==> config.mk <==
export PLATFORM = sky130hd
export DESIGN_NAME = star_wildcard_matcher
export DESIGN_NICKNAME = d
export VERILOG_FILES = /design/src/rtl/core/swm_pkg.sv /design/src/rtl/core/swm_nfa_step.sv /design/src/rtl/core/star_wildcard_matcher.sv
export SDC_FILE = /design/constraint.sdc
export NUM_CORES = 1
export LEC_CHECK = 0
export ABC_AREA = 1
export BUFFER_PORTS_ARGS = -buffer_cell sky130_fd_sc_hd__buf_2
export CAP_MARGIN = 20
export CORE_ASPECT_RATIO = 1.4
export CORE_UTILIZATION = 45
export DETAILED_ROUTE_END_ITERATION = 8
export PLACE_DENSITY = 0.64
export SLEW_MARGIN = 20
export SYNTH_ARGS = -nofsm -noshare
export SYNTH_HDL_FRONTEND = slang
export SYNTH_SLANG_ARGS = --single-unit
==> constraint.sdc <==
create_clock -name clk -period 3.1 [get_ports clk]
set_input_delay 0.31 -clock clk [delete_from_list [all_inputs] [get_ports clk]]
set_output_delay 0.31 -clock clk [all_outputs]
set_load 0.01 [all_outputs]
==> src/rtl/core/swm_pkg.sv <==
// shared constants for the star wildcard matcher
package swm_pkg;

  // pattern byte that matches any run of subject bytes
  localparam logic [7:0] STAR_BYTE = 8'd42;

  // bytes held by the four pattern registers
  localparam int REG_BYTES = 32;

  // default number of pattern positions
  localparam int PATTERN_MAX_DEF = 32;

  // configuration port widths and pattern register count
  localparam int LEN_W      = 6;
  localparam int CFG_DATA_W = 64;
  localparam int CFG_IDX_W  = 3;
  localparam int PAT_REGS   = 4;

  // register indexes
  localparam logic [CFG_IDX_W-1:0] REG_PATTERN_LENGTH = 3'd0;
  localparam logic [CFG_IDX_W-1:0] REG_BYTES_LOW      = 3'd1;
  localparam logic [CFG_IDX_W-1:0] REG_BYTES_SECOND   = 3'd2;
  localparam logic [CFG_IDX_W-1:0] REG_BYTES_THIRD    = 3'd3;
  localparam logic [CFG_IDX_W-1:0] REG_BYTES_HIGH     = 3'd4;

  // input action codes
  localparam logic ACTION_BYTE = 1'b0;
  localparam logic ACTION_END  = 1'b1;

endpackage

==> src/rtl/core/swm_nfa_step.sv <==
// star closure and one-byte advance of the active position vector
module swm_nfa_step #(
  parameter int PATTERN_MAX = swm_pkg::PATTERN_MAX_DEF,
  parameter int IDX_W       = $clog2(PATTERN_MAX + 1)
) (
  input  logic [PATTERN_MAX:0]          act_i,
  input  logic [PATTERN_MAX-1:0][7:0]   pat_i,
  input  logic [IDX_W-1:0]              len_i,
  input  logic [7:0]                    subj_i,
  output logic [PATTERN_MAX:0]          nxt_o,
  output logic                          hit_o
);
  import swm_pkg::*;

  localparam int LV = $clog2(PATTERN_MAX + 1);

  logic [PATTERN_MAX-1:0] in_len;
  logic [PATTERN_MAX-1:0] is_star;
  logic [PATTERN_MAX:0]   closed;

  // per-position decode: inside the pattern, and star or not
  always_comb begin
    for (int i = 0; i < PATTERN_MAX; i++) begin
      in_len[i]  = len_i > IDX_W'(i);
      is_star[i] = pat_i[i] == STAR_BYTE;
    end
  end

  // prefix-or across star runs: position j is reached from j-1 when
  // pattern byte j-1 is an in-range star
  always_comb begin
    logic [PATTERN_MAX:0] g_lv [LV+1];
    logic [PATTERN_MAX:0] p_lv [LV+1];
    g_lv[0] = act_i;
    p_lv[0] = '0;
    for (int j = 1; j <= PATTERN_MAX; j++) begin
      p_lv[0][j] = is_star[j-1] & in_len[j-1];
    end
    for (int l = 0; l < LV; l++) begin
      for (int j = 0; j <= PATTERN_MAX; j++) begin
        if (j >= (1 << l)) begin
          g_lv[l+1][j] = g_lv[l][j] | (p_lv[l][j] & g_lv[l][j - (1 << l)]);
          p_lv[l+1][j] = p_lv[l][j] & p_lv[l][j - (1 << l)];
        end else begin
          g_lv[l+1][j] = g_lv[l][j];
          p_lv[l+1][j] = 1'b0;
        end
      end
    end
    closed = g_lv[LV];
  end

  // advance on the subject byte: stars hold, literals step forward
  always_comb begin
    nxt_o = '0;
    for (int i = 0; i < PATTERN_MAX; i++) begin
      if (closed[i] && in_len[i]) begin
        if (is_star[i]) begin
          nxt_o[i] = 1'b1;
        end else if (pat_i[i] == subj_i) begin
          nxt_o[i+1] = 1'b1;
        end
      end
    end
  end

  // whole pattern consumed
  assign hit_o = closed[len_i];

endmodule

==> src/rtl/core/star_wildcard_matcher.sv <==
// top level: streamed glob match with '*' as the only wildcard
//
//   port group | direction | handshake        | payload
//   in_        | input     | in_valid/ready   | in_action, in_subject_byte
//   out_       | output    | out_valid/ready  | out_matched
//   cfg_       | input     | cfg_we           | cfg_index, cfg_data
//
// one word per cycle unless an end word stalls: a word is held in the input
// register, then the star closure and byte compare update the active vector.
// an end word loads the result register from the input register.
// reset is synchronous; it rearms position zero and clears the pattern.
// an end word waits in the input register while an untaken result sits, and
// the words behind it wait with it; otherwise nothing stalls.
module star_wildcard_matcher #(
  parameter int PATTERN_MAX = swm_pkg::PATTERN_MAX_DEF
) (
  input  logic                            clk,
  input  logic                            rst_n,
  input  logic                            in_valid,
  output logic                            in_ready,
  input  logic                            in_action,
  input  logic [7:0]                      in_subject_byte,
  output logic                            out_valid,
  input  logic                            out_ready,
  output logic                            out_matched,
  input  logic                            cfg_we,
  input  logic [swm_pkg::CFG_IDX_W-1:0]   cfg_index,
  input  logic [swm_pkg::CFG_DATA_W-1:0]  cfg_data
);
  import swm_pkg::*;

  localparam int IDX_W = $clog2(PATTERN_MAX + 1);
  localparam logic [PATTERN_MAX:0] ACT_RESET = (PATTERN_MAX + 1)'(1);

  logic [LEN_W-1:0]                    len_r;
  logic [PAT_REGS-1:0][CFG_DATA_W-1:0] pat_r;
  logic [PATTERN_MAX:0]                act_r;
  logic [PATTERN_MAX:0]                act_nxt;
  logic                                s1_valid_r;
  logic                                s1_valid_nxt;
  logic                                s1_action_r;
  logic [7:0]                          s1_byte_r;
  logic                                out_valid_r;
  logic                                out_valid_nxt;
  logic                                out_matched_r;
  logic                                s1_adv;
  logic [IDX_W-1:0]                    len_cl;
  logic [PAT_REGS*CFG_DATA_W-1:0]      pat_flat;
  logic [PATTERN_MAX-1:0][7:0]         pat_bytes;
  logic [PATTERN_MAX:0]                step_nxt;
  logic                                step_hit;

  // configuration registers
  always_ff @(posedge clk) begin
    if (!rst_n) begin
      len_r <= '0;
      pat_r <= '0;
    end else if (cfg_we) begin
      unique case (cfg_index)
        REG_PATTERN_LENGTH: len_r    <= cfg_data[LEN_W-1:0];
        REG_BYTES_LOW:      pat_r[0] <= cfg_data;
        REG_BYTES_SECOND:   pat_r[1] <= cfg_data;
        REG_BYTES_THIRD:    pat_r[2] <= cfg_data;
        REG_BYTES_HIGH:     pat_r[3] <= cfg_data;
        default: ;
      endcase
    end
  end

  // clamp the length to the number of positions
  always_comb begin
    if (int'(len_r) > PATTERN_MAX) begin
      len_cl = IDX_W'(PATTERN_MAX);
    end else begin
      len_cl = IDX_W'(len_r);
    end
  end

  // pattern byte per position; positions past the registers read as zero
  assign pat_flat = pat_r;
  always_comb begin
    for (int i = 0; i < PATTERN_MAX; i++) begin
      if (i < REG_BYTES) begin
        pat_bytes[i] = pat_flat[(i % REG_BYTES)*8 +: 8];
      end else begin
        pat_bytes[i] = '0;
      end
    end
  end

  swm_nfa_step #(
    .PATTERN_MAX (PATTERN_MAX),
    .IDX_W       (IDX_W)
  ) u_step (
    .act_i  (act_r),
    .pat_i  (pat_bytes),
    .len_i  (len_cl),
    .subj_i (s1_byte_r),
    .nxt_o  (step_nxt),
    .hit_o  (step_hit)
  );

  // handshake: an end word needs a free result slot
  assign s1_adv   = s1_valid_r && (s1_action_r == ACTION_BYTE || !out_valid_r || out_ready);
  assign in_ready = !s1_valid_r || s1_adv;

  always_comb begin
    s1_valid_nxt = s1_valid_r;
    if (in_valid && in_ready) begin
      s1_valid_nxt = 1'b1;
    end else if (s1_adv) begin
      s1_valid_nxt = 1'b0;
    end
  end

  // active vector update
  always_comb begin
    act_nxt = act_r;
    if (s1_adv) begin
      if (s1_action_r == ACTION_END) begin
        act_nxt = ACT_RESET;
      end else begin
        act_nxt = step_nxt;
      end
    end
  end

  // result slot
  always_comb begin
    out_valid_nxt = out_valid_r;
    if (s1_adv && s1_action_r == ACTION_END) begin
      out_valid_nxt = 1'b1;
    end else if (out_ready) begin
      out_valid_nxt = 1'b0;
    end
  end

  // control registers
  always_ff @(posedge clk) begin
    if (!rst_n) begin
      s1_valid_r  <= 1'b0;
      out_valid_r <= 1'b0;
      act_r       <= ACT_RESET;
    end else begin
      s1_valid_r  <= s1_valid_nxt;
      out_valid_r <= out_valid_nxt;
      act_r       <= act_nxt;
    end
  end

  // payload registers
  always_ff @(posedge clk) begin
    if (in_valid && in_ready) begin
      s1_action_r <= in_action;
      s1_byte_r   <= in_subject_byte;
    end
    if (s1_adv && s1_action_r == ACTION_END) begin
      out_matched_r <= step_hit;
    end
  end

  assign out_valid   = out_valid_r;
  assign out_matched = out_matched_r;

`ifndef SYNTH
  // reset leaves only position zero active and nothing in flight
  a_reset_state: assert property (@(posedge clk)
    !rst_n |=> (act_r == ACT_RESET && !s1_valid_r && !out_valid_r))
    else $error("reset state wrong");

  // an end word rearms the vector
  a_end_rearm: assert property (@(posedge clk) disable iff (!rst_n)
    (s1_adv && s1_action_r == ACTION_END) |=> act_r == ACT_RESET)
    else $error("vector not rearmed after end word");

  // a new result only comes from an end word leaving the input register
  a_result_source: assert property (@(posedge clk) disable iff (!rst_n)
    (!out_valid_r || out_ready) ##1 out_valid_r |->
      $past(s1_valid_r && s1_action_r == ACTION_END))
    else $error("result without end word");

  // a byte step never leaves positions past the pattern length active
  a_no_stray_bits: assert property (@(posedge clk) disable iff (!rst_n)
    (s1_adv && s1_action_r == ACTION_BYTE) |=>
      (act_r >> len_cl) <= (PATTERN_MAX + 1)'(1))
    else $error("active bit past pattern length");
`endif

endmodule

# Yosys cells after proc, flatten, opt, wreduce, memory -nomap -nowiden
# Index checks and enable logic that the tools add are counted.
totals:
  regBits: 307
  input_bits: 81
  output_inout_bits: 3
  elab_cells: 703
classes:
  magnitude_cmp: 34
  eq_ne: 68
  muxes: 136
  bitwise_logic: 406
  n_reduce_logical: 48
ops:
  columns: ["cell", "count"]
  rows:
  - ["$and 1x1->1", 270]
  - ["$eq 8x6->1 const B", 32]
  - ["$eq 8x8->1", 32]
  - ["$or 1x1->1", 135]
  - ["$mux 1", 101]
  - ["$gt 6x5->1 const B", 16]
  - ["$mux 2", 32]
  - ["$gt 6x4->1 const B", 8]
  - ["$logic_and 1x1->1", 35]
  - ["$mux 33", 1]
  - ["$gt 6x3->1 const B", 4]
  - ["$gt 6x1->1 const B", 2]
  - ["$gt 6x2->1 const B", 2]
  - ["$reduce_and 2->1", 5]
  - ["$lt 6x7->1 const B", 1]
  - ["$bmux 1 s6", 1]
  - ["$eq 3x2->1 const B", 2]
  - ["$gt 6x6->1 const B", 1]
  - ["$mux 6", 1]
  - ["$reduce_bool 2->1", 2]
  - ["$eq 3x1->1 const B", 1]
  - ["$eq 3x3->1 const B", 1]
  - ["$logic_not 3->1", 1]
  - ["$logic_or 1x1->1", 3]
  - ["other kinds (2)", 3]

# Depth between registers and ports, before layout
depth:
  ltp_word: 69
  ltp_mapped: 24
  mapped_depth_nobuf: 23

# Modules after synthesis
# Synthesis repeated with hierarchy kept, for this count alone.
hier_totals:
  cells_unflattened: 3134
  hier_area_um2: 19466.2
modules_own_cells:
  columns: ["mod", "instances", "cells_per_inst", "area_per_inst_um2", "seq_area_each_um2"]
  rows:
  - ["star_wildcard_matcher", 1, 1598, 11639.9, 6246.0]
  - ["swm_nfa_step", 1, 1536, 7826.3, 0.0]

# Least setup slack after synthesis
# OpenSTA, ideal clock, no wires.
synth_path:
  path_type: "flip-flop to flip-flop"
  from: "reg len_r[3]"
  to: "reg out_matched_r (netlist: out_matched) (data pin)"
  setup_time_ps: 256
  t_arrival_ps: 2076
  t_required_ps: 2844
  slack_ps: 768
  path_stages_with_launch: 24
  n_path_buf: 1
  period_less_slack_ps: 2332
  cell_sequence: "dfxtp_1 buf_4 inv_8 nand2_2 o21ai_2 nand2_1 nand2_1 inv_2 nand2_2 inv_2 nand2_1 inv_1 nand2_1 nand2_1 a21oi_1 nand2_1 nand2_1 nand2_1 inv_1 nand2_1 nand2_1 nand2_1 o21bai_1 nand2_1"
synth_via:
  elab_chain_cells: 17
  word_cells_on_any_way: 441
  classes_between: "order compare (33); mux (3); bitwise (405)"
synth_lines:
  columns: ["item", "line_no", "source"]
  rows:
  - ["start: declaration", "star_wildcard_matcher.sv:35", "logic [LEN_W-1:0] len_r;"]
  - ["start signal: assignment", "star_wildcard_matcher.sv:60", "REG_PATTERN_LENGTH: len_r <= cfg_data[LEN_W-1:0];"]
  - ["$gt 6x6->1", "star_wildcard_matcher.sv:72", "if (int'(len_r) > PATTERN_MAX) begin"]
  - ["$mux 6 *", "star_wildcard_matcher.sv:72", null]
  - ["$gt 6x1->1", "swm_nfa_step.sv:24", "in_len[i] = len_i > IDX_W'(i);"]
  - ["$and 1x1->1", "swm_nfa_step.sv:37", "p_lv[0][j] = is_star[j-1] & in_len[j-1];"]
  - ["$and 1x1->1", "swm_nfa_step.sv:42", "g_lv[l+1][j] = g_lv[l][j] | (p_lv[l][j] & g_lv[l][j - (1 << l)]);"]
  - ["$or 1x1->1", "swm_nfa_step.sv:42", null]
  - ["$and 1x1->1", "swm_nfa_step.sv:42", null]
  - ["$or 1x1->1", "swm_nfa_step.sv:42", null]
  - ["$and 1x1->1", "swm_nfa_step.sv:42", null]
  - ["$or 1x1->1", "swm_nfa_step.sv:42", null]
  - ["$and 1x1->1", "swm_nfa_step.sv:42", null]
  - ["$or 1x1->1", "swm_nfa_step.sv:42", null]
  - ["$and 1x1->1", "swm_nfa_step.sv:42", null]
  - ["$or 1x1->1 (2 in series)", "swm_nfa_step.sv:42", null]
  - ["$bmux 1 s6 *", "swm_nfa_step.sv:68", "assign hit_o = closed[len_i];"]
  - ["$mux 1 (implied by the code) *", "swm_nfa_step.sv:68", null]
  - ["net step_hit", "star_wildcard_matcher.sv:51", "logic step_hit;"]
  - ["end signal: assignment", "star_wildcard_matcher.sv:158", "out_matched_r <= step_hit;"]
  - ["end: declaration", "star_wildcard_matcher.sv:45", "logic out_matched_r;"]
# Mark *: on every way through the listed nets, which the timed path passes. The rest lies on a longest branch. The select of a mux whose other input is x is not followed.
# A chain may end at the register's enable or synchronous reset.

# Worst setup path in the final report
layout_path:
  from: "reg len_r[1]"
  to: "reg out_matched_r (netlist: out_matched) (data pin)"
# The elaborated chain is that of the path after synthesis.

==> results.toml <==
[synthesis]
synth-xor-area-share_pct = 9.84
yosysSeqAreaShare_pct = 35.1
syn_inst = 2677
synth_top_family_by_area = "simple AND/OR/NAND/NOR gates"
synthMuxAreaShare_pct = 0
ys_types = 53
synth_compound_area_share_pct = 16.6
async_flop_share_pct = 0
syn_area_per_cell_um2 = 6.65
ys.flop_type = "dfxtp_1"
synth_edf_count = 10
syn-num-nets = 2758
synth-seq-cells = 307
synthSimpleGateAreaFrac_pct = 28.6
synth_warnings = 0
synthAdderAreaFrac_pct = 0
netlist_area_mm2 = 0.0178

[finish]
finalNonFillerCells = 3386
layout_commonest_cell = "nand2_1"
area_delta_synth_final_pct = 18.7
final.fill_count = 3958
drive_above_1_share_pct = 14.7
layout_common_cells = "nand2_1 (456), nor2_1 (367), inv_1 (300), dfxtp_1 (292), o21ai_0 (288)"
nets = 2921

[sta]
max_freq_mhz = 333
skew_ps = 28.1
finalSetupTns_ps = 0
worstMarginPinSlew_ps = 935
rsz0062_at_grt = "no"
fin_hold_ws_ps = 7.49
fin_crit_sh_pct = 96.8
slew_headroom_pct = 36.1
slew_viol_final = 0
setup_viol = 0
hold_viol_final = 0
period_minus_slack_ps = 3000
setup_slack_ps = 100

[floorplan]
dieWidth_um = 170
coreArea_mm2 = 0.0387
initial_core_util_pct = 46.0
die-area_mm2 = 0.0404
io_pins = 84
die_h_um = 237
row_count = 85

[place]
place_worst_setup_slack_ps = -110
hpwl_um = 54500
dp.cells = 3311
gp_congestion = 1.06
portBuffers = 83

[grt]
grt_use_total_pct = 35.1
grt_antenna_before_repair = 3
grt_max_degree = 151
grt_pass1_vias = 17900
grt_pass1_wl_um = 106000
grt-ovfl-total = 0

[power]
peakVddDrop_v = 0.000494
combPwrFrac_pct = 11.9
pwr-share-seq_pct = 44.5
power_frac_clock_pct = 43.7
p_int_mw = 6.98
power_density_mw_per_mm2 = 449
p_sw_share_pct = 26.4
p_sw_mw = 2.50
p_leak_nw = 8.70

[drt]
vias = 18500
drt-wirelength-per-cell_um = 20.9
drc = 0
dr.pass1.iters = 7
ant_nets = 0
drt-initial-drc-count = 1471
drt-total-wl_um = 70600
via_per_inst = 5.46

[critical_path]
end_kind = "flip-flop"
r2r_start = "len_r[1]"
reg2reg_setup_slack_ps = 100
arrival_ps = 3460
startpoint_type = "flip-flop"
critical_path_class = "reg -> reg"
critPathRequiredTime_ps = 3560
worstReg2RegEnd = "out_matched"
path_max_fanout = 5
r2r_cells = 18

[clocking]
cts.sink_count = 307
clockBufferDepth = 3
clkTransAtPathRegs_ps = 70
cts_buffers = 31
root_buffer = "clkbuf_16"
htree_levels = 1
clkLatencyLatePin_ps = 600
cts_tree = "yes"

[status]
status = "finished clean"

[worst_hold_path]
hp-class = "in -> reg"
min_from = "cfg_data[54]"
holdPathEnd = "pat_bytes[54]"
whs_path_depth = 3

[job]
cap_violations = 0
==> registers in the layout (all words and copies together), names as in the netlist <==
register,flops
pat_bytes,256
act_r,33
s1_byte_r,8
len_r,6
out_matched,1
out_valid,1
s1_action_r,1
s1_valid_r,1
==> cell usage after synthesis, types with 8 or more instances <==
| cell | number | area share, % |
|---|---|---|
| nand2_1 | 458 | 9.7 |
| clkbuf_1 | 109 | 2.3 |
| buf_1 | 14 | 0.30 |
| dfxtp_1 | 297 | 33 |
| nor4_1 | 32 | 1.1 |
| edfxtp_1 | 10 | 1.7 |
| a21oi_1 | 217 | 6.1 |
| nand3_1 | 120 | 3.4 |
| o21ai_0 | 289 | 8.1 |
| o21ai_1 | 9 | 0.25 |
| nand4_1 | 67 | 2.4 |
| xor2_1 | 77 | 3.8 |
| o21bai_1 | 9 | 0.38 |
| nand2_2 | 30 | 1.1 |
| nor3_1 | 17 | 0.48 |
| nor2_1 | 377 | 7.9 |
| xnor2_1 | 123 | 6.1 |
| nand3_2 | 8 | 0.45 |
| inv_2 | 15 | 0.32 |
| nor2_2 | 17 | 0.60 |
| inv_1 | 302 | 6.4 |
==> per-layer routing <==
layer,vias to the layer above,global-route usage (%),share of wire [%]
met1,8770,43.7,41
met3,154,4.46,6.2
li1,8947,-,-
met4,4,16.5,4.8
met2,619,59.6,48
met5,-,0,0.033
==> stage by stage <==
stage	power [mW]	util (%)	instance area, um^2
6_report	9.49	54.6	21100
5_1_grt	9.80	54.6	21100
4_1_cts	9.52	54.3	21000
3_5_place_dp	5.39	51.0	19700
3_3_place_gp	5.37	51.0	19700
2_1_floorplan	4.92	-	17800
==> worst max-delay path, cell delays in order, from the launching register on <==
cell	delay, ps
dfxtp_1	470
nand2_1	130
o21ai_2	270
buf_4	170
nand2_1	100
buf_4	180
nor2_2	190
nand2_1	140
nor2_1	110
buf_4	120
nand2_1	70
nand2_1	170
nand2_1	120
nand2_2	140
nand3_1	80
nand2_1	60
nand2_1	90
a21boi_1	160
nand2_1	80
==> logic make-up (layout without fill, tap and decap cells) <==
kind of cell / Yosys count / in the layout
buffers and inverters: 454 / 640
DFF: 307 / 307
and+or+nand+nor: 1155 / 1155
AOI/OAI and AO/OA: 561 / 561
xor gates and xnor gates: 200 / 200
other: 0 / 1
==> power by group through the flow <==
stage | Sequential, mW | Clock, mW | Combinational, mW
after CTS | 4.22 | 4.19 | 1.11
final | 4.22 | 4.14 | 1.12
after global routing | 4.23 | 4.35 | 1.22
after floorplan | 4.26 | 0 | 0.662
after detailed placement | 4.30 | 0 | 1.09
after global placement | 4.30 | 0 | 1.07
==> how the worst max path moves through the flow <==
stage	from	endpoint	slack, ps	depth (start not counted)
final	len_r[1]	out_matched	100	18
after global routing	len_r[2]	out_matched	5	20
after CTS	len_r[3]	out_matched	30	18
after detailed placement	len_r[2]	out_matched	-110	20
after global placement	len_r[2]	act_r[16]	-160	15
after floorplan	len_r[3]	out_matched	770	23
==> what timing repair did <==
action                                 4_1_cts  5_1_grt
setup endpoints to repair                    6        9
gates resized for setup                      9       20
setup buffers                                0        2
pin swaps                                    0        1
hold buffers                                16        0
endpoints found under the hold margin       19        0
==> area by class of cell <==
class	count	area [um^2]	area share, %
multi-input cells	1916	9920	46.9
flip-flops and latches	307	6250	29.6
repair buffers	261	1970	9.34
inverters	323	1230	5.81
clock buffers	41	873	4.13
well taps	522	653	3.09
clock inverters	15	230	1.09
diodes	1	2.50	0.0118
No activity file was read; power rests on OpenSTA's default activity.
